**src/sais_pkg.sv**
```systemverilog
// ----------------------------------------------------------------------------
// sais_pkg
// Shared constants for the shift array insert/delete/search core.
// ----------------------------------------------------------------------------
package sais_pkg;

   localparam int DEPTH = 16;
   localparam int IDX_W = $clog2(DEPTH);
   localparam int LEN_W = 5;
   localparam int ACT_W = 2;
   localparam int STAT_W = 2;
   localparam int FIDX_W = 4;
   localparam int DATA_W = 32;

   localparam logic [LEN_W-1:0] LEN_MAX = LEN_W'(DEPTH);

   localparam logic [ACT_W-1:0] ACT_INSERT = 2'd0;
   localparam logic [ACT_W-1:0] ACT_DELETE = 2'd1;
   localparam logic [ACT_W-1:0] ACT_SEARCH = 2'd2;
   localparam logic [ACT_W-1:0] ACT_DUMP = 2'd3;

   localparam logic [STAT_W-1:0] ST_OK = 2'd0;
   localparam logic [STAT_W-1:0] ST_BAD_POS = 2'd1;
   localparam logic [STAT_W-1:0] ST_NOT_FOUND = 2'd2;

endpackage

```
**src/sais_if.sv**
```systemverilog
// ----------------------------------------------------------------------------
// sais request / response channels
// Valid/ready channels carrying one request or one response item.
// ----------------------------------------------------------------------------
interface sais_req_if;
   logic                               valid;
   logic                               ready;
   logic [sais_pkg::ACT_W-1:0]         action;
   logic signed [sais_pkg::DATA_W-1:0] value_in;
   logic [sais_pkg::LEN_W-1:0]         position;

   modport source (output valid, output action, output value_in, output position,
                   input ready);
   modport sink (input valid, input action, input value_in, input position,
                 output ready);
endinterface

interface sais_rsp_if;
   logic                               valid;
   logic                               ready;
   logic [sais_pkg::STAT_W-1:0]        status;
   logic [sais_pkg::FIDX_W-1:0]        found_index;
   logic signed [sais_pkg::DATA_W-1:0] value_out;
   logic                               last;

   modport source (output valid, output status, output found_index, output value_out,
                   output last, input ready);
   modport sink (input valid, input status, input found_index, input value_out,
                 input last, output ready);
endinterface

```
**src/shift_array_insert_delete_search_core.sv**
```systemverilog
// ----------------------------------------------------------------------------
// shift_array_insert_delete_search_core
// Entry array with insert, delete, linear search and dump, run by a small
// sequencer around a one-read, one-write entry memory.
// ----------------------------------------------------------------------------
// Each request runs to completion before the next is taken. Every entry the
// sequencer touches is first read from the entry memory and then compared or
// moved, since the memory has one read and one write port. With L the length
// in use, an insert at p moves entries p to L-2 up one and writes the value at
// p, a delete moves p+1 to L-1 down one, a search stops at the first match and
// a dump waits while the response side stalls. Out-of-range positions touch no
// entry. The entries read as zero after reset without a clearing pass.
module shift_array_insert_delete_search_core (
   input  logic                               clock,
   input  logic                               reset,
   sais_req_if.sink                           req,
   sais_rsp_if.source                         rsp,
   input  logic                               csr_wr_en,
   input  logic [sais_pkg::LEN_W-1:0]         csr_wr_data
);

   localparam logic [2:0] S_IDLE = 3'd0;
   localparam logic [2:0] S_RD   = 3'd1;
   localparam logic [2:0] S_EX   = 3'd2;
   localparam logic [2:0] S_WFIN = 3'd3;
   localparam logic [2:0] S_RSP  = 3'd4;

   localparam int LW = sais_pkg::LEN_W;
   localparam int IW = sais_pkg::IDX_W;
   localparam int DW = sais_pkg::DATA_W;

   logic [2:0]                     state_ff, state_in;
   logic [LW-1:0]                  len_ff;
   logic [sais_pkg::ACT_W-1:0]     act_ff, act_in;
   logic signed [DW-1:0]           val_ff, val_in;
   logic [LW-1:0]                  pos_ff, pos_in;
   logic [LW-1:0]                  n_ff, n_in;
   logic [LW-1:0]                  k_ff, k_in;
   logic                           first_ff, first_in;

   logic [sais_pkg::STAT_W-1:0]    res_stat_ff, res_stat_in;
   logic [sais_pkg::FIDX_W-1:0]    res_idx_ff, res_idx_in;
   logic signed [DW-1:0]           res_val_ff, res_val_in;

   logic                           rsp_valid_ff, rsp_valid_in;
   logic [sais_pkg::STAT_W-1:0]    rsp_stat_ff, rsp_stat_in;
   logic [sais_pkg::FIDX_W-1:0]    rsp_idx_ff, rsp_idx_in;
   logic signed [DW-1:0]           rsp_val_ff, rsp_val_in;
   logic                           rsp_last_ff, rsp_last_in;

   logic signed [DW-1:0]           mem [sais_pkg::DEPTH];
   logic [sais_pkg::DEPTH-1:0]     vld_ff;
   logic signed [DW-1:0]           rd_data_ff;
   logic                           rd_vld_ff;
   logic [IW-1:0]                  rd_addr;
   logic                           wr_en;
   logic [IW-1:0]                  wr_addr;
   logic signed [DW-1:0]           wr_data;
   logic signed [DW-1:0]           rdata;

   logic [LW-1:0]                  eff_len;
   logic                           accept;
   logic                           slot_free;
   logic [LW-1:0]                  k_inc;
   logic [LW-1:0]                  k_dec;

   assign eff_len = (len_ff == '0) ? LW'(1) :
                    (len_ff > sais_pkg::LEN_MAX) ? sais_pkg::LEN_MAX : len_ff;
   assign req.ready = (state_ff == S_IDLE);
   assign accept = req.valid && req.ready;
   assign slot_free = !rsp_valid_ff || rsp.ready;
   assign rdata = rd_vld_ff ? rd_data_ff : '0;
   assign k_inc = k_ff + LW'(1);
   assign k_dec = k_ff - LW'(1);

   assign rsp.valid = rsp_valid_ff;
   assign rsp.status = rsp_stat_ff;
   assign rsp.found_index = rsp_idx_ff;
   assign rsp.value_out = rsp_val_ff;
   assign rsp.last = rsp_last_ff;

   // read address: insert reads the entry below the one being written
   always_comb begin
      if (act_ff == sais_pkg::ACT_INSERT) begin
         rd_addr = k_dec[IW-1:0];
      end else begin
         rd_addr = k_ff[IW-1:0];
      end
   end

   always_comb begin
      state_in = state_ff;
      act_in = act_ff;
      val_in = val_ff;
      pos_in = pos_ff;
      n_in = n_ff;
      k_in = k_ff;
      first_in = first_ff;
      res_stat_in = res_stat_ff;
      res_idx_in = res_idx_ff;
      res_val_in = res_val_ff;
      rsp_valid_in = rsp_valid_ff && !rsp.ready;
      rsp_stat_in = rsp_stat_ff;
      rsp_idx_in = rsp_idx_ff;
      rsp_val_in = rsp_val_ff;
      rsp_last_in = rsp_last_ff;
      wr_en = 1'b0;
      wr_addr = k_ff[IW-1:0];
      wr_data = rdata;

      unique case (state_ff)
         S_IDLE: begin
            if (accept) begin
               act_in = req.action;
               val_in = req.value_in;
               pos_in = req.position;
               n_in = eff_len;
               first_in = 1'b1;
               res_stat_in = sais_pkg::ST_OK;
               res_idx_in = '0;
               res_val_in = '0;
               k_in = '0;
               unique case (req.action)
                  sais_pkg::ACT_INSERT: begin
                     k_in = eff_len - LW'(1);
                     if (req.position > eff_len) begin
                        res_stat_in = sais_pkg::ST_BAD_POS;
                        state_in = S_RSP;
                     end else if (req.position == eff_len) begin
                        state_in = S_RSP;
                     end else if (eff_len - LW'(1) > req.position) begin
                        state_in = S_RD;
                     end else begin
                        state_in = S_WFIN;
                     end
                  end
                  sais_pkg::ACT_DELETE: begin
                     k_in = req.position;
                     if (req.position >= eff_len) begin
                        res_stat_in = sais_pkg::ST_BAD_POS;
                        state_in = S_RSP;
                     end else begin
                        state_in = S_RD;
                     end
                  end
                  default: begin
                     state_in = S_RD;
                  end
               endcase
            end
         end
         S_RD: begin
            if (act_ff != sais_pkg::ACT_DUMP || slot_free) begin
               state_in = S_EX;
            end
         end
         S_EX: begin
            unique case (act_ff)
               sais_pkg::ACT_INSERT: begin
                  wr_en = 1'b1;
                  wr_addr = k_ff[IW-1:0];
                  k_in = k_dec;
                  state_in = (k_dec > pos_ff) ? S_RD : S_WFIN;
               end
               sais_pkg::ACT_DELETE: begin
                  if (first_ff) begin
                     res_val_in = rdata;
                     first_in = 1'b0;
                  end else begin
                     wr_en = 1'b1;
                     wr_addr = k_dec[IW-1:0];
                  end
                  k_in = k_inc;
                  state_in = (k_inc < n_ff) ? S_RD : S_RSP;
               end
               sais_pkg::ACT_SEARCH: begin
                  if (rdata == val_ff) begin
                     res_idx_in = sais_pkg::FIDX_W'(k_ff);
                     state_in = S_RSP;
                  end else if (k_inc < n_ff) begin
                     k_in = k_inc;
                     state_in = S_RD;
                  end else begin
                     res_stat_in = sais_pkg::ST_NOT_FOUND;
                     state_in = S_RSP;
                  end
               end
               default: begin
                  rsp_valid_in = 1'b1;
                  rsp_stat_in = sais_pkg::ST_OK;
                  rsp_idx_in = '0;
                  rsp_val_in = rdata;
                  rsp_last_in = (k_inc == n_ff);
                  k_in = k_inc;
                  state_in = (k_inc == n_ff) ? S_IDLE : S_RD;
               end
            endcase
         end
         S_WFIN: begin
            wr_en = 1'b1;
            wr_addr = pos_ff[IW-1:0];
            wr_data = val_ff;
            state_in = S_RSP;
         end
         S_RSP: begin
            if (slot_free) begin
               rsp_valid_in = 1'b1;
               rsp_stat_in = res_stat_ff;
               rsp_idx_in = res_idx_ff;
               rsp_val_in = res_val_ff;
               rsp_last_in = 1'b1;
               state_in = S_IDLE;
            end
         end
         default: begin
            state_in = S_IDLE;
         end
      endcase
   end

   always_ff @(posedge clock) begin
      if (reset) begin
         state_ff <= S_IDLE;
         len_ff <= sais_pkg::LEN_MAX;
         rsp_valid_ff <= 1'b0;
         vld_ff <= '0;
      end else begin
         state_ff <= state_in;
         rsp_valid_ff <= rsp_valid_in;
         if (csr_wr_en) begin
            len_ff <= csr_wr_data;
         end
         if (wr_en) begin
            vld_ff[wr_addr] <= 1'b1;
         end
      end
   end

   always_ff @(posedge clock) begin
      act_ff <= act_in;
      val_ff <= val_in;
      pos_ff <= pos_in;
      n_ff <= n_in;
      k_ff <= k_in;
      first_ff <= first_in;
      res_stat_ff <= res_stat_in;
      res_idx_ff <= res_idx_in;
      res_val_ff <= res_val_in;
      rsp_stat_ff <= rsp_stat_in;
      rsp_idx_ff <= rsp_idx_in;
      rsp_val_ff <= rsp_val_in;
      rsp_last_ff <= rsp_last_in;
   end

   // entry memory: one write, one registered read per cycle
   always_ff @(posedge clock) begin
      if (wr_en) begin
         mem[wr_addr] <= wr_data;
      end
      rd_data_ff <= mem[rd_addr];
      rd_vld_ff <= vld_ff[rd_addr] && !reset;
   end

   // dump loads the response register only when it is empty
   a_dump_slot_empty: assert property (@(posedge clock) disable iff (reset)
      (state_ff == S_EX && act_ff == sais_pkg::ACT_DUMP) |-> !rsp_valid_ff)
      else $error("dump entry would overwrite a pending response");

   // shifting never writes beyond the length in use
   a_write_in_range: assert property (@(posedge clock) disable iff (reset)
      wr_en |-> ({1'b0, wr_addr} < n_ff))
      else $error("entry write outside the length in use");

   // an accepted request starts the sequencer on the next cycle
   a_accept_busy: assert property (@(posedge clock) disable iff (reset)
      accept |=> (state_ff != S_IDLE))
      else $error("request accepted without starting the sequencer");

endmodule

```
**src/flat_wrapper.sv**
```systemverilog
// flat-port wrapper written by rule: the top's interface ports become plain ports
module shift_array_insert_delete_search_core_flat 
  (clock, reset, csr_wr_en, csr_wr_data, req_valid, req_action, req_value_in, req_position, req_ready, rsp_valid, rsp_status, rsp_found_index, rsp_value_out, rsp_last, rsp_ready);
  sais_req_if req_i ();
  sais_rsp_if rsp_i ();
  input  logic clock;
  input  logic reset;
  input  logic csr_wr_en;
  input  logic [sais_pkg::LEN_W-1:0] csr_wr_data;
  input wire logic [$bits(req_i.valid)-1:0] req_valid;
  input wire logic [$bits(req_i.action)-1:0] req_action;
  input wire logic [$bits(req_i.value_in)-1:0] req_value_in;
  input wire logic [$bits(req_i.position)-1:0] req_position;
  output wire logic [$bits(req_i.ready)-1:0] req_ready;
  output wire logic [$bits(rsp_i.valid)-1:0] rsp_valid;
  output wire logic [$bits(rsp_i.status)-1:0] rsp_status;
  output wire logic [$bits(rsp_i.found_index)-1:0] rsp_found_index;
  output wire logic [$bits(rsp_i.value_out)-1:0] rsp_value_out;
  output wire logic [$bits(rsp_i.last)-1:0] rsp_last;
  input wire logic [$bits(rsp_i.ready)-1:0] rsp_ready;
  assign req_i.valid = req_valid;
  assign req_i.action = req_action;
  assign req_i.value_in = req_value_in;
  assign req_i.position = req_position;
  assign req_ready = req_i.ready;
  assign rsp_valid = rsp_i.valid;
  assign rsp_status = rsp_i.status;
  assign rsp_found_index = rsp_i.found_index;
  assign rsp_value_out = rsp_i.value_out;
  assign rsp_last = rsp_i.last;
  assign rsp_i.ready = rsp_ready;
  shift_array_insert_delete_search_core u_core (.clock(clock), .reset(reset), .req(req_i), .rsp(rsp_i), .csr_wr_en(csr_wr_en), .csr_wr_data(csr_wr_data));
endmodule
```
**config.mk**
```make
export PLATFORM = sky130hd
export DESIGN_NAME = shift_array_insert_delete_search_core_flat
export DESIGN_NICKNAME = d
export VERILOG_FILES = /design/src/sais_pkg.sv /design/src/sais_if.sv /design/src/shift_array_insert_delete_search_core.sv /design/src/flat_wrapper.sv
export SDC_FILE = /design/constraint.sdc
export NUM_CORES = 1
export LEC_CHECK = 0
export ABC_AREA = 1
export BUFFER_PORTS_ARGS = -buffer_cell sky130_fd_sc_hd__buf_2
export CELL_PAD_IN_SITES_DETAIL_PLACEMENT = 1
export CELL_PAD_IN_SITES_GLOBAL_PLACEMENT = 1
export CORE_AREA = 2 2 256 258
export CTS_CLUSTER_SIZE = 10
export DETAILED_ROUTE_END_ITERATION = 8
export DIE_AREA = 0 0 258 260
export HOLD_SLACK_MARGIN = 0.02
export PLACE_DENSITY = 0.79
export SLEW_MARGIN = 10
export SYNTH_ARGS = -nofsm -noshare
export SYNTH_HDL_FRONTEND = slang
export SYNTH_SLANG_ARGS = --single-unit
```
**constraint.sdc**
```tcl
create_clock -name clock -period 3.96 [get_ports clock]
set_clock_uncertainty 0.2 [all_clocks]
set_input_delay 0.198 -clock clock [delete_from_list [all_inputs] [get_ports clock]]
set_output_delay 0.198 -clock clock [all_outputs]
set_load 0.01 [all_outputs]
```
Yosys cells after proc, flatten, opt, wreduce, memory -nomap -nowiden
Memories as Yosys holds them, arrays and structs flattened. A register that Yosys moved wholly into a read port is not among the register bits. Index checks and enable logic that the tools add are counted. W data, S select, Z words.

Register bits after elaboration: 153. RAM bits: 512. Input bits: 49. Output and inout port bits: 41. Word-level logic and storage cells: 150. Memories: 1.

Add/sub/neg operators: 3. Magnitude comparators: 9. Equality and inequality tests: 23. Multiplexer cells: 71. Bitwise operators: 1. Reduce and logical (&&, ||, !) cells: 24.

Memory list: u_core.mem (words 16, bits a word 32, rd ports 1, clocked after Yosys merged registers in 1, wr ports 1, line shift_array_insert_delete_search_core.sv:51) `logic signed [DW-1:0] mem [sais_pkg::DEPTH];`.

Operators with widths (count): $mux W32 (7); $pmux W32 S2 (2); $eq A32 B32 Y1 (1); $mux W4 (8); $pmux W5 S2 (3); $mux W5 (5); $mux W3 (8); $pmux W4 S2 (3); $mux W2 (8); $or A16 B16 Y16 (1); $gt A5 B5 Y1 (3); $pmux W3 S5 (1); $mux W1 (14); $ne A2 B2 Y1 const B (6); $pmux W2 S2 (3); $reduce_and A4 Y1 (3); $eq A5 B5 Y1 (2); $lt A4 B5 Y1 const B (2); $ne A2 B1 Y1 const B (5); $pmux W1 S2 (5); $sub A5 B1 Y5 const B (2); $pmux W3 S3 (1); $reduce_and A3 Y1 (3); $eq A3 B2 Y1 const B (2); 24 further kinds (33).

Longest topological paths before layout
Word-level depth: 11. Mapped depth: 18. Mapped depth without buffers: 17.

Worst setup path after synthesis
No wires, ideal clock.

Kind: register -> register. Start: reg u_core.state_ff[0]. End: reg u_core.res_val_ff[0], enable pin. Setup time: 0.468 ns. Data arrival time: 3.214 ns. Required time: 3.292 ns. Setup slack: 0.078 ns. Stages on the path, launching flop included: 6. Path buffers: 1. Period minus slack after synthesis: 3.882 ns. Path through: dfxtp_1 nor2_2 nand2_2 buf_2 nor2_1 nor3b_1.

Word-level cells in the longest chain between the ends: 4. Elaborated cells between the ends (all ways): 8. Those cells by class: eq/ne: 4; reduce/logical: 4.

RTL lines: start, declared (line shift_array_insert_delete_search_core.sv:32) `logic [2:0] state_ff, state_in;`; start signal, assigned (line shift_array_insert_delete_search_core.sv:228) `state_ff <= state_in;`; $logic_not A3 Y1 (line shift_array_insert_delete_search_core.sv:69, shift_array_insert_delete_search_core.sv:111); $logic_and A1 B1 Y1 (line shift_array_insert_delete_search_core.sv:70) `assign accept = req.valid && req.ready;`; $ne A2 B2 Y1 (no source line); $reduce_and A4 Y1 (no source line) (*); end signal, assigned (line shift_array_insert_delete_search_core.sv:248) `res_val_ff <= res_val_in;`; end, declared (line shift_array_insert_delete_search_core.sv:43) `logic signed [DW-1:0] res_val_ff, res_val_in;`.

Every way passes the cells marked *; elsewhere a longest branch is shown, timed or not. A chain may end at the register's enable or synchronous reset.

Worst setup path in the final report
Start: reg u_core.rd_vld_ff. End: reg u_core.state_ff[0].

Word-level cells in the longest chain between the ends: 5.

RTL lines: start, declared (line shift_array_insert_delete_search_core.sv:54) `logic rd_vld_ff;`; start signal, assigned (line shift_array_insert_delete_search_core.sv:261) `rd_vld_ff <= vld_ff[rd_addr] && !reset;`; $mux W32 (line shift_array_insert_delete_search_core.sv:72) `assign rdata = rd_vld_ff ? rd_data_ff : '0;`; $eq A32 B32 Y1 (line shift_array_insert_delete_search_core.sv:177) `if (rdata == val_ff) begin`; $mux W3 (line shift_array_insert_delete_search_core.sv:177); $pmux W3 S3 (line shift_array_insert_delete_search_core.sv:158) `unique case (act_ff)`; $pmux W3 S5 (line shift_array_insert_delete_search_core.sv:111) `unique case (state_ff)`.

No other way between the ends.

==> run summary <==
Pwr dens: 690 nW/µm²
Final Hold Vio Count: 0
Maximum vdd drop: 0.379 mV
Reg area: 20400 µm²
FILL cells: 6680
Clk_lat worst skew: 0.64 ns
Required @ worst endpoint: 4.26 ns
Total number of vias: 20700
Layout cells sized above 1: 11.3%
Crit path buffers/inverters: 2
Tot GR Track Use: 26.0%
Max cap viols: 0
First-pass GRT wire length: 132 mm
Max Clock Freq: 275 MHz
Multi-input gate area: 7130 µm²
Setup Fix Bufs, Post-CTS: 0
Place WS: 0.615 ns
Top cell by count, worst path: nand2_1
WL per Instance: 24.2 µm
Ant diodes: 0
Lkg Pwr: 12.4 nW
Post-route insts no fill: 3604
Hold slack: 0.0823 ns
Die ar.: 67100 µm²
Yosys warns: 0
Net Count, Synth: 2589
Synthesized instance count: 2515
Max stage delay cell, worst path: dfxtp_2
Max stage delay on crit path: 0.71 ns
Post-Route Setup TNS: 0 ns
Count of input and output buffers: 89
Post-synth EDFFs: 639
Total grt overflow: 0
Post-synthesis average cell area: 11.4 µm²
Clock root buffer: clkbuf_16
Die H: 260 µm
Synth Flop Type: edfxtp_1
Area growth, synth to finish: 16.6%
Worst Setup SP: u_core.rd_vld_ff
Seq/Total Area, Yosys: 71.2%
CTS max path bufs: 3
Critical path class: reg2reg
Core Util, Final: 52.0%
DRT Pass-1 Iters: 5
Placer Congestion: 0.869
Core footprint: 64100 µm²
CP Launch Type: flip-flop
Final WL: 87.2 mm
Critical-path cell list: buf_4, nand2_1, nand2_1, nand3_1, nor2_1, nand2_1, nor2_1, nand2_1, nand2_1, nand2_1, nand3b_1, nand2_1, nand2_1, a21oi_1, dlygate4sd3_1
Post-route cell area: 33300 µm²
Setup violations, final: 0
Die width: 258 µm
Slew Limit Fails: 0
Initial Util: 44.6%
IO Count: 90
H-tree Lvls: 3
HP Start: req_value_in[7]
Tmin final: 3.64 ns
Residual DRC: 0
FP Rows: 93
Worst Setup End Kind: flip-flop
Starting DRT DRC Count: 2074
Post-synthesis cell type count: 43
Design Power: 23.0 mW
Initial antenna violation count: 2
Worst Max-Slew Pin Slew: 1.10 ns
RSZ-0062 raised after global routing: no
Num CTS Buffers: 80
Outcome: finished, final reports clean
Layout net count: 2757
Routed Antenna Nets: 0
Worst slew margin: 26.7%
DP HPWL: 49.9 mm
Area post-placement: 30300 µm²
Clock tree from TritonCTS: yes
Class of the worst hold path: in2reg
Part of the cycle the worst path needs: 91.9%
Asr flop ratio synth: 0%
#FFs+latches synth: 697
Critical Path AT: 3.94 ns
Clk slew on worst S/H paths: 0.06 ns
Clock Sinks: 697
Largest net degree at the start of global routing: 131
Setup ws final: 0.319 ns
DR vias/cell: 5.76
Worst-path fanout max: 34
Worst r2r src: u_core.rd_vld_ff
Cell Area, Synth: 28600 µm²
Vias in the first global route: 22000
CP delay by family, top: simple AND/OR/NAND/NOR gates
Placed instance count: 3398
-- state kept, by name, summed over array words and instances, names as in the netlist, 16 cells and up --
| register | cells |
|---|---|
| u_core.mem | 512 |
| u_core.rd_data_ff | 32 |
| u_core.res_val_ff | 32 |
| u_core.rsp.value_out | 32 |
| u_core.val_ff | 32 |
| u_core.vld_ff | 16 |
-- power by group --
group          switching [mW]  internal, mW  leakage [nW]
sequential              0.451          9.19          6.39
combinational            4.67          1.70          4.82
clock                    2.96          4.01          1.15
-- cell type report --
| cell class | instances | area share [%] |
|---|---|---|
| repair buffers | 221 | 5.38 |
| flip-flops and latches | 697 | 61.1 |
| inverters | 147 | 1.68 |
| clock buffers | 142 | 6.92 |
| multi-input cells | 1536 | 21.4 |
| well taps | 855 | 3.21 |
| clock inverters | 6 | 0.319 |
-- cells in the final DEF (no fill, tap or decap), types with 2 or more instances in the layout --
cell / instances
a31oi_1: 60
clkinv_1: 12
o21ai_4: 2
nand2_1: 756
nor2_2: 11
buf_2: 89
nand2_2: 3
xor2_1: 4
nand3_1: 215
o21ai_1: 6
nor3_1: 3
a21oi_1: 172
inv_2: 18
clkbuf_8: 3
edfxtp_1: 639
o21ai_2: 2
o21ai_0: 120
clkbuf_1: 57
buf_4: 57
a32oi_1: 6
inv_1: 115
buf_12: 17
nor2_4: 3
a21oi_2: 5
or2_2: 2
dfxtp_1: 57
dlygate4sd3_1: 58
inv_6: 4
clkbuf_16: 82
o22ai_1: 5
xnor2_1: 3
o31ai_1: 2
ha_1: 24
o211ai_1: 10
nor2_1: 105
nand4_1: 3
-- routing by layer --
layer	routed length [µm]	GRT usage, %	vias up
met3	5920	3.61	204
met5	0	0	-
met4	2890	10.0	0
met1	35000	33.2	10600
li1	-	-	9091
met2	43400	44.9	892
-- Yosys cell counts, types with 11 or more instances --
library cell	count	area share (%)
o21ai_0	120	2.1
nor2_2	11	0.24
inv_2	19	0.25
buf_2	37	0.65
edfxtp_1	639	67
inv_1	128	1.7
nand3_1	215	3.8
a31oi_1	60	1.3
clkbuf_1	80	1.1
nor2_1	106	1.4
dfxtp_1	58	4.1
nand2_1	756	9.9
a21oi_1	176	3.1
ha_1	25	1.1
-- timing repair --
| item | CTS | global route |
|---|---|---|
| resized for setup | 0 | 0 |
| hold buffers | 58 | 0 |
| endpoints found under the hold margin | 69 | 0 |
-- kinds of logic (layout without fill, tap and decap cells) --
group           after synthesis  after routing  share of synthesized area [%]
xor+xnor                      7              7                          0.215
fa+ha+maj                    25             25                           1.09
flops                       697            697                           71.2
simple gates               1107           1107                           15.8
buf+inv                     282            516                           4.05
compound gates              397            397                           7.63
-- worst paths after layout --
| path | end | slack (ns) | cells past startpoint |
|---|---|---|---|
| min | u_core.val_ff[7] | 0.08 | 2 |
| min reg2reg | u_core.vld_ff[6] | 0.26 | 2 |
| max reg2reg | u_core.state_ff[0] | 0.32 | 15 |
| max | u_core.state_ff[0] | 0.32 | 15 |
Note: power is estimated with default switching activity, not from simulation.
